## config.mk

```make
export PLATFORM = sky130hd
export DESIGN_NAME = qddc_cell
export DESIGN_NICKNAME = d
export VERILOG_FILES = /design/src/qddc_pkg.sv /design/src/qddc_cell.sv
export SDC_FILE = /design/constraint.sdc
export NUM_CORES = 2
export LEC_CHECK = 0
export ABC_AREA = 1
export ABC_CLOCK_PERIOD_IN_PS = 7950
export BUFFER_PORTS_ARGS = -buffer_cell sky130_fd_sc_hd__buf_4
export CORE_ASPECT_RATIO = 1.5
export CORE_UTILIZATION = 25
export DETAILED_ROUTE_END_ITERATION = 10
export HOLD_SLACK_MARGIN = 0.12
export PLACE_DENSITY = 0.47
export SYNTH_ARGS = -nofsm -noshare
export SYNTH_HDL_FRONTEND = slang
export SYNTH_SLANG_ARGS = --single-unit
```

## constraint.sdc

```tcl
create_clock -name clk -period 7.95 [get_ports clk]
set_input_delay 1.59 -clock clk [delete_from_list [all_inputs] [get_ports clk]]
set_output_delay 1.59 -clock clk [all_outputs]
set_load 0.02 [all_outputs]
```

## src/qddc_pkg.sv

```systemverilog
// shared constants, types, build-time tables and run-time helpers of the quadrature down-converter
`timescale 1ns / 1ps

package qddc_pkg;

  localparam int DECIM          = 20;
  localparam int SPAN           = 22;
  localparam int ROLLOFF_PCT    = 22;
  localparam int SINE_ADDR_BITS = 10;

  localparam int TAPS      = SPAN * DECIM + 1;
  localparam int TAP_MID   = TAPS / 2;
  localparam int NCELL     = SPAN + 1;
  localparam int SINE_SIZE = 1 << SINE_ADDR_BITS;
  localparam int ALPHA_PCT = (ROLLOFF_PCT > 100) ? 100 : ROLLOFF_PCT;
  localparam int CNT_W     = (DECIM > 1) ? $clog2(DECIM) : 1;
  localparam int TAP_IDX_W = $clog2(TAPS);
  localparam int TAP_W     = 18;
  localparam int ACC_W     = 48;
  localparam int ADDR_W    = 4;

  localparam logic [63:0] HALF_PI_Q30 = 64'd1686629713;
  localparam logic [63:0] PI_Q28      = 64'd843314857;

  // register map
  localparam logic [ADDR_W-1:0] ADDR_IF_STEP   = 4'h0;
  localparam logic [ADDR_W-1:0] ADDR_IMBALANCE = 4'h4;
  localparam logic [ADDR_W-1:0] ADDR_OUT_STEP  = 4'h8;

  typedef logic signed [15:0]      sine_rom_t [SINE_SIZE];
  typedef logic signed [TAP_W-1:0] tap_rom_t  [TAPS];

  typedef struct packed {
    logic valid;
    logic last;
  } cell_ctl_t;

  typedef struct packed {
    logic signed [15:0] rc;
    logic signed [15:0] rs;
    logic               bypass;
  } rot_side_t;

  // ---------------- build-time arithmetic ----------------

  function automatic logic [63:0] udiv64(input logic [63:0] num, input logic [63:0] den);
    logic [63:0] q;
    logic [64:0] r;
    q = '0;
    r = '0;
    for (int b = 63; b >= 0; b--) begin
      r = {r[63:0], num[b]};
      if (r >= {1'b0, den}) begin
        r = r - {1'b0, den};
        q[b] = 1'b1;
      end
    end
    return q;
  endfunction

  function automatic longint sdiv64(input longint num, input longint den);
    logic [63:0] un;
    logic [63:0] ud;
    logic [63:0] q;
    un = (num < 0) ? 64'(-num) : 64'(num);
    ud = (den < 0) ? 64'(-den) : 64'(den);
    q  = udiv64(un, ud);
    return ((num < 0) != (den < 0)) ? -longint'(q) : longint'(q);
  endfunction

  function automatic longint rnd_shift(input longint v, input int sh);
    return (v + (64'sd1 <<< (sh - 1))) >>> sh;
  endfunction

  function automatic longint sin_q30(input logic [31:0] ph);
    logic [63:0] frac;
    logic [63:0] x;
    logic [63:0] x2;
    logic [63:0] term;
    logic [63:0] t;
    longint      sum;
    frac = {34'd0, ph[29:0]};
    if (ph[30]) frac = (64'd1 << 30) - frac;
    x    = (frac * HALF_PI_Q30 + (64'd1 << 29)) >> 30;
    x2   = (x * x + (64'd1 << 29)) >> 30;
    term = x;
    sum  = longint'(x);
    for (int k = 1; k <= 7; k++) begin
      t = (term * x2) >> 30;
      unique case (k)
        1:       term = t / 6;
        2:       term = t / 20;
        3:       term = t / 42;
        4:       term = t / 72;
        5:       term = t / 110;
        6:       term = t / 156;
        default: term = t / 210;
      endcase
      if (k % 2 == 1) sum = sum - longint'(term);
      else            sum = sum + longint'(term);
    end
    if (sum < 0) sum = 0;
    if (sum > (64'sd1 <<< 30)) sum = 64'sd1 <<< 30;
    return ph[31] ? -sum : sum;
  endfunction

  function automatic longint rc_q30(input longint m);
    logic [31:0] ph;
    longint      s;
    logic [63:0] us;
    logic [63:0] dv;
    longint      sinc;
    longint      c;
    longint      v;
    longint      a;
    longint      den;
    if (m == 0) return 64'sd1 <<< 30;
    if (ALPHA_PCT > 0 && 2 * ALPHA_PCT * m == 100 * DECIM) begin
      ph = 32'(((64'd25 << 32) + 64'(ALPHA_PCT / 2)) / ALPHA_PCT);
      return sin_q30(ph) * ALPHA_PCT / 200;
    end
    ph   = 32'(((64'(m) << 31) + 64'(DECIM / 2)) / DECIM);
    s    = sin_q30(ph);
    us   = (s < 0) ? 64'(-s) : 64'(s);
    dv   = PI_Q28 * 64'(m);
    sinc = longint'(udiv64(((us * 64'(DECIM)) << 28) + (dv >> 1), dv));
    if (s < 0) sinc = -sinc;
    ph   = 32'(((64'(ALPHA_PCT * m) << 32) + 64'(100 * DECIM)) / (200 * DECIM));
    c    = sin_q30(ph + 32'h4000_0000);
    v    = rnd_shift(sinc * c, 30);
    a    = 10000 * DECIM * DECIM;
    den  = a - 4 * ALPHA_PCT * ALPHA_PCT * m * m;
    return sdiv64(v * a, den);
  endfunction

  function automatic sine_rom_t build_sine();
    sine_rom_t rom;
    longint    v;
    for (int n = 0; n < SINE_SIZE; n++) begin
      v = rnd_shift(sin_q30(32'(n) << (32 - SINE_ADDR_BITS)), 15);
      if (v > 32767) v = 32767;
      if (v < -32768) v = -32768;
      rom[n] = 16'(v);
    end
    return rom;
  endfunction

  function automatic tap_rom_t build_taps();
    tap_rom_t    rom;
    longint      rcv [TAP_MID + 1];
    longint      sum;
    longint      h;
    logic [63:0] uh;
    logic [63:0] t;
    int          m;
    sum = 0;
    for (int k = 0; k <= TAP_MID; k++) rcv[k] = rc_q30(longint'(k));
    for (int n = 0; n < TAPS; n++) begin
      m   = (n < TAP_MID) ? TAP_MID - n : n - TAP_MID;
      sum = sum + rcv[m];
    end
    if (sum <= 0) sum = 64'sd1 <<< 30;
    for (int n = 0; n < TAPS; n++) begin
      m  = (n < TAP_MID) ? TAP_MID - n : n - TAP_MID;
      h  = rcv[m];
      uh = (h < 0) ? 64'(-h) : 64'(h);
      t  = udiv64((uh << 17) + (64'(sum) >> 1), 64'(sum));
      if (h < 0) rom[n] = (t > 64'd131072) ? -18'sd131072 : -TAP_W'(t);
      else       rom[n] = (t > 64'd131071) ? 18'sd131071 : TAP_W'(t);
    end
    return rom;
  endfunction

  localparam sine_rom_t SINE_ROM = build_sine();
  localparam tap_rom_t  TAP_ROM  = build_taps();

  // ---------------- run-time helpers ----------------

  // nearest table entry of a 32-bit phase word, wrapping
  function automatic logic [SINE_ADDR_BITS-1:0] sine_idx(input logic [31:0] ph);
    logic [31:0] p;
    p = ph + (32'd1 << (31 - SINE_ADDR_BITS));
    return p[31 -: SINE_ADDR_BITS];
  endfunction

  function automatic logic signed [TAP_W-1:0] tap_for(input int j, input logic [CNT_W-1:0] d);
    int idx;
    idx = j * DECIM + int'(d);
    if (idx < TAPS) return TAP_ROM[TAP_IDX_W'(idx)];
    return '0;
  endfunction

  function automatic logic signed [15:0] sat16(input logic signed [65:0] v);
    if (v > 66'sd32767) return 16'sh7fff;
    if (v < -66'sd32768) return 16'sh8000;
    return v[15:0];
  endfunction

endpackage

```

## src/qddc_cell.sv

```systemverilog
// one polyphase cell: partial sum of one future output, handed down at block end
`timescale 1ns / 1ps

module qddc_cell (
  input  logic                           clk,
  input  logic                           rst_n,
  input  logic                           en,
  input  qddc_pkg::cell_ctl_t            ctl_in,
  input  logic signed [qddc_pkg::TAP_W-1:0] tap,
  input  logic signed [15:0]             mix_i,
  input  logic signed [15:0]             mix_q,
  input  logic signed [qddc_pkg::ACC_W-1:0] up_i,
  input  logic signed [qddc_pkg::ACC_W-1:0] up_q,
  output qddc_pkg::cell_ctl_t            ctl_out,
  output logic signed [qddc_pkg::ACC_W-1:0] sum_i,
  output logic signed [qddc_pkg::ACC_W-1:0] sum_q
);
  import qddc_pkg::*;

  localparam int PROD_W = TAP_W + 16;

  cell_ctl_t                ctl_r;
  logic signed [PROD_W-1:0] prod_i_r, prod_q_r;
  logic signed [ACC_W-1:0]  acc_i_r, acc_q_r;

  always_ff @(posedge clk) begin
    if (en) begin
      prod_i_r <= tap * mix_i;
      prod_q_r <= tap * mix_q;
    end
  end

  always_ff @(posedge clk) begin
    if (!rst_n) begin
      ctl_r <= '0;
    end else if (en) begin
      ctl_r <= ctl_in;
    end
  end

  assign sum_i = acc_i_r + ACC_W'(prod_i_r);
  assign sum_q = acc_q_r + ACC_W'(prod_q_r);

  // at block end take over the partial sum of the cell above
  always_ff @(posedge clk) begin
    if (!rst_n) begin
      acc_i_r <= '0;
      acc_q_r <= '0;
    end else if (en && ctl_r.valid) begin
      acc_i_r <= ctl_r.last ? up_i : sum_i;
      acc_q_r <= ctl_r.last ? up_q : sum_q;
    end
  end

  assign ctl_out = ctl_r;

endmodule

```

; Word level (Yosys, flattened, before mapping)
; Index checks and enable logic that the tools add are counted.
[op_classes]
n_addsub = 2
reduce_logical = 1
n_mul = 2
mux = 2
[ops]
columns = cell, count
row1 = $add A48 B34 Y48, 2
row2 = $mux W48, 2
row3 = $mul A18 B16 Y34, 2
row4 = $logic_and A1 B1 Y1, 1
[word_totals]
elab_cells = 13
input_bits = 151
out_inout_bits = 98
ff_bits = 166

; Longest topological paths before layout
[depth]
word_depth = 2
mapped_depth = 28
depth_no_buf = 26

; Least setup slack after synthesis
; Ideal clock, no wire load.
[synth_path]
kind = input to register
startpoint = input port mix_q[5]
endpoint = register prod_q_r[33] (data pin)
setup_slack_ns = 0.943
t_arrival_ns = 6.751
setup_ns = 0.256
n_path_buf = 3
required_ns = 7.694
stages = 19
cell_sequence = clkbuf_1 > buf_1 > nand2_1 > fa_1 > inv_1 > fa_1 > fa_1 > fa_1 > fa_1 > fa_1 > ha_1 > clkbuf_1 > nand2_1 > nor2_1 > nand2_1 > nor3_1 > a21boi_0 > o21a_1 > nor2_1
[synth_via]
elab_chain_len = 1
[synth_lines]
columns = element, line
row1 = "start, declared", qddc_cell.sv:11  ; input logic signed [15:0] mix_q,
row2 = $mul A18 B16 Y34, qddc_cell.sv:29  ; prod_q_r <= tap * mix_q;
row3 = "end signal, assigned", qddc_cell.sv:29
row4 = "end, declared", qddc_cell.sv:23  ; logic signed [PROD_W-1:0] prod_i_r, prod_q_r;
; Every way passes these cells.
; A chain may end at the register's enable or synchronous reset.

; Worst setup path in the final report
[layout_path]
startpoint = input port tap[17] in the netlist's numbering
endpoint = register prod_i_r[33] (data pin)
[layout_via]
elab_chain_len = 1
[layout_lines]
columns = element, line
row1 = "start, declared", qddc_cell.sv:9  ; input logic signed [qddc_pkg::TAP_W-1:0] tap,
row2 = $mul A18 B16 Y34, qddc_cell.sv:28  ; prod_i_r <= tap * mix_i;
row3 = "end signal, assigned", qddc_cell.sv:28
row4 = "end, declared", qddc_cell.sv:23
; Every way passes these cells.

==> impl_metrics.json <==
{
  "ys_types": 47,
  "worstSetupPathType": "primary input to register",
  "met2_length_um": 65400,
  "cts.root.buffer_cell": "clkbuf_16",
  "cp.arrival_ns": 7.25,
  "die_area_mm2": 0.154,
  "yosys_warnings": 0,
  "final-setup-viol-count": 0,
  "met3WireLength_um": 4710,
  "grt_usage_pct": 17.0,
  "skew_ns": 0.0146,
  "clkTransAtPathRegs_ns": 0.07,
  "synthToLayoutAreaGrowth_pct": 12.0,
  "core-area_mm2": 0.150,
  "wl_um": 129000,
  "r2r_setup_slack_ns": 4.84,
  "layout-drive-gt1-share_pct": 7.48,
  "gp_congestion": 0.933,
  "dr_total_vias": 33218,
  "hold_path_class": "register to register",
  "synth_seq_cells": 166,
  "slew_violations": 0,
  "drc_errors": 0,
  "worstPathMaxFanout": 32,
  "io_buffer_count": 248,
  "drt-initial-drc-count": 1609,
  "final_nets": 6680,
  "antenna_found_initial": 6,
  "wl_met1_um": 54900,
  "fin_cells": 7719,
  "final_common_cell": "nand2_1",
  "dp_hpwl_um": 108000,
  "clockBufferDepth": 2,
  "cts_sinks": 166,
  "final_cell_mix": "nand2_1, inv_1, fa_1, nor2_1, buf_4",
  "routed_via_density": 4.30,
  "rows": 174,
  "finalSetupTns_ns": 0,
  "die_x_um": 320,
  "netlist_area_mm2": 0.0380,
  "grt_pass1_wl_um": 201000,
  "post_cts_buffers": 0,
  "syn_avg_cell_area_um2": 6.83,
  "die_y_um": 480,
  "highest_layer": "met5",
  "ys_seq_area_share_pct": 10.5,
  "synth_edf_count": 68,
  "dp.cells": 7686,
  "htreeDepth": 4,
  "synth_ff_type": "dfxtp_1",
  "end_kind": "register",
  "critPathLaunchType": "primary input",
  "cts.repair.resized": 0,
  "globalRouteOverflowTotal": 0,
  "synth_nets": 6559,
  "synthCells": 5560,
  "max-cap-violations": 0,
  "initial_utilization_pct": 25.3,
  "boundaryPins": 249,
  "relSlewSlack_pct": 29.8,
  "period_needed_ns": 7.02,
  "avgRoutedWirePerCell_um": 16.7,
  "worst_slew_pin_slew_ns": 1.05,
  "worstSkewPairLatency_ns": 0.50,
  "cts_made_buffers": 17,
  "ant_nets": 0,
  "cts_hold_buf": 0,
  "hold_viol": 0,
  "async_flop_share_pct": 0,
  "max_freq_mhz": 143,
  "grt_setup_unrepaired": "no",
  "cp.required_ns": 8.19,
  "cts_tree": "built",
  "grt_max_degree": 178,
  "status": "finished clean",
  "grt_pass1_vias": 35215,
  "period_share_pct": 88.3,
  "drtPass1Iterations": 8
}
## state kept, by name, summed over array words and instances (netlist names)
| name | count |
|---|---|
| prod_q_r | 34 |
| acc_i_r | 48 |
| acc_q_r | 48 |
| prod_i_r | 34 |
| ctl_out | 2 |
## cell usage after synthesis (17+ instances only)
| cell | number | area [um2] |
|---|---|---|
| a21oi_1 | 213 | 1070 |
| inv_1 | 1472 | 5530 |
| edfxtp_1 | 68 | 2040 |
| nor2_2 | 28 | 175 |
| buf_1 | 20 | 75.1 |
| o21ai_0 | 70 | 350 |
| nand3_1 | 171 | 856 |
| nor2_1 | 367 | 1380 |
| nand2_1 | 1725 | 6470 |
| dfxtp_1 | 98 | 1960 |
| nand4_1 | 37 | 231 |
| nor3_1 | 18 | 90.1 |
| inv_2 | 21 | 78.8 |
| xor2_1 | 76 | 666 |
| ha_1 | 266 | 3330 |
| fa_1 | 582 | 11700 |
| clkbuf_1 | 143 | 537 |
| nand2_2 | 17 | 106 |
| xnor2_1 | 35 | 307 |
| nor2_4 | 17 | 191 |
## kinds of logic after synthesis
group | after synthesis | share of synthesized area (%)
buffers and inverters | 1663 | 16.4
xor gates and xnor gates | 115 | 2.73
adders and majority gates | 848 | 39.4
and+or+nand+nor | 2411 | 25.7
DFF | 166 | 10.5
AOI/OAI and AO/OA | 357 | 5.13
## cell type report
cell class,instances,area (um2)
Fill cell,16740,108000
Tap cell,2024,2530
Clock buffer,21,492
Sequential cell,166,4010
Inverter,1494,5610
Multi-Input combinational cell,3731,27800
Timing Repair Buffer,271,2050
Antenna cell,1,2.50
Clock inverter,11,133
## path summary, 6_finish.rpt
| path | cells past startpoint | end | from |
|---|---|---|---|
| worst max register to register | 14 | acc_i_r[16]$_SDFFE_PN0P_ | acc_i_r[0]$_SDFFE_PN0P_ |
| worst min register to register | 2 | acc_i_r[16]$_SDFFE_PN0P_ | acc_i_r[16]$_SDFFE_PN0P_ |
| worst max-delay path | 19 | prod_i_r[33]$_DFFE_PP_ | tap[17] |
| worst min-delay path | 2 | acc_i_r[16]$_SDFFE_PN0P_ | acc_i_r[16]$_SDFFE_PN0P_ |
## per-stage QoR
stage          instance area [um2]  utilization, %  worst slack [ns]  hold slack [ns]
6_report                     42600            28.3             0.934            0.469
4_1_cts                      42600            28.3             0.913            0.472
5_1_grt                      42600            28.3             0.606            0.493
3_5_place_dp                 42000            27.9             0.371            0.461
2_1_floorplan                38000               -             0.943            0.449
3_3_place_gp                 42000            27.9             0.364            0.457
## critical path, stage by stage
cell,delay (ns)
buf_4,0.34
nand2_1,0.16
inv_1,0.14
fa_1,0.54
fa_1,0.94
fa_1,0.55
inv_1,0.13
fa_1,0.42
fa_1,0.48
fa_1,0.50
inv_1,0.04
ha_1,0.37
nand2_1,0.09
nor2_1,0.15
nand3_1,0.17
nor4_1,0.20
nand2_1,0.15
o211ai_1,0.14
xnor2_1,0.10
## layer usage
layer / global-route usage, % / vias to the layer above
met5: 0 / -
met4: 5.49 / 10
met3: 1.63 / 149
met2: 31.0 / 713
met1: 20.7 / 15976
li1: - / 16370
Power is left out: the tool's default activity adds up to more than one toggle a clock period on the data nets, which glitch-free logic cannot reach.
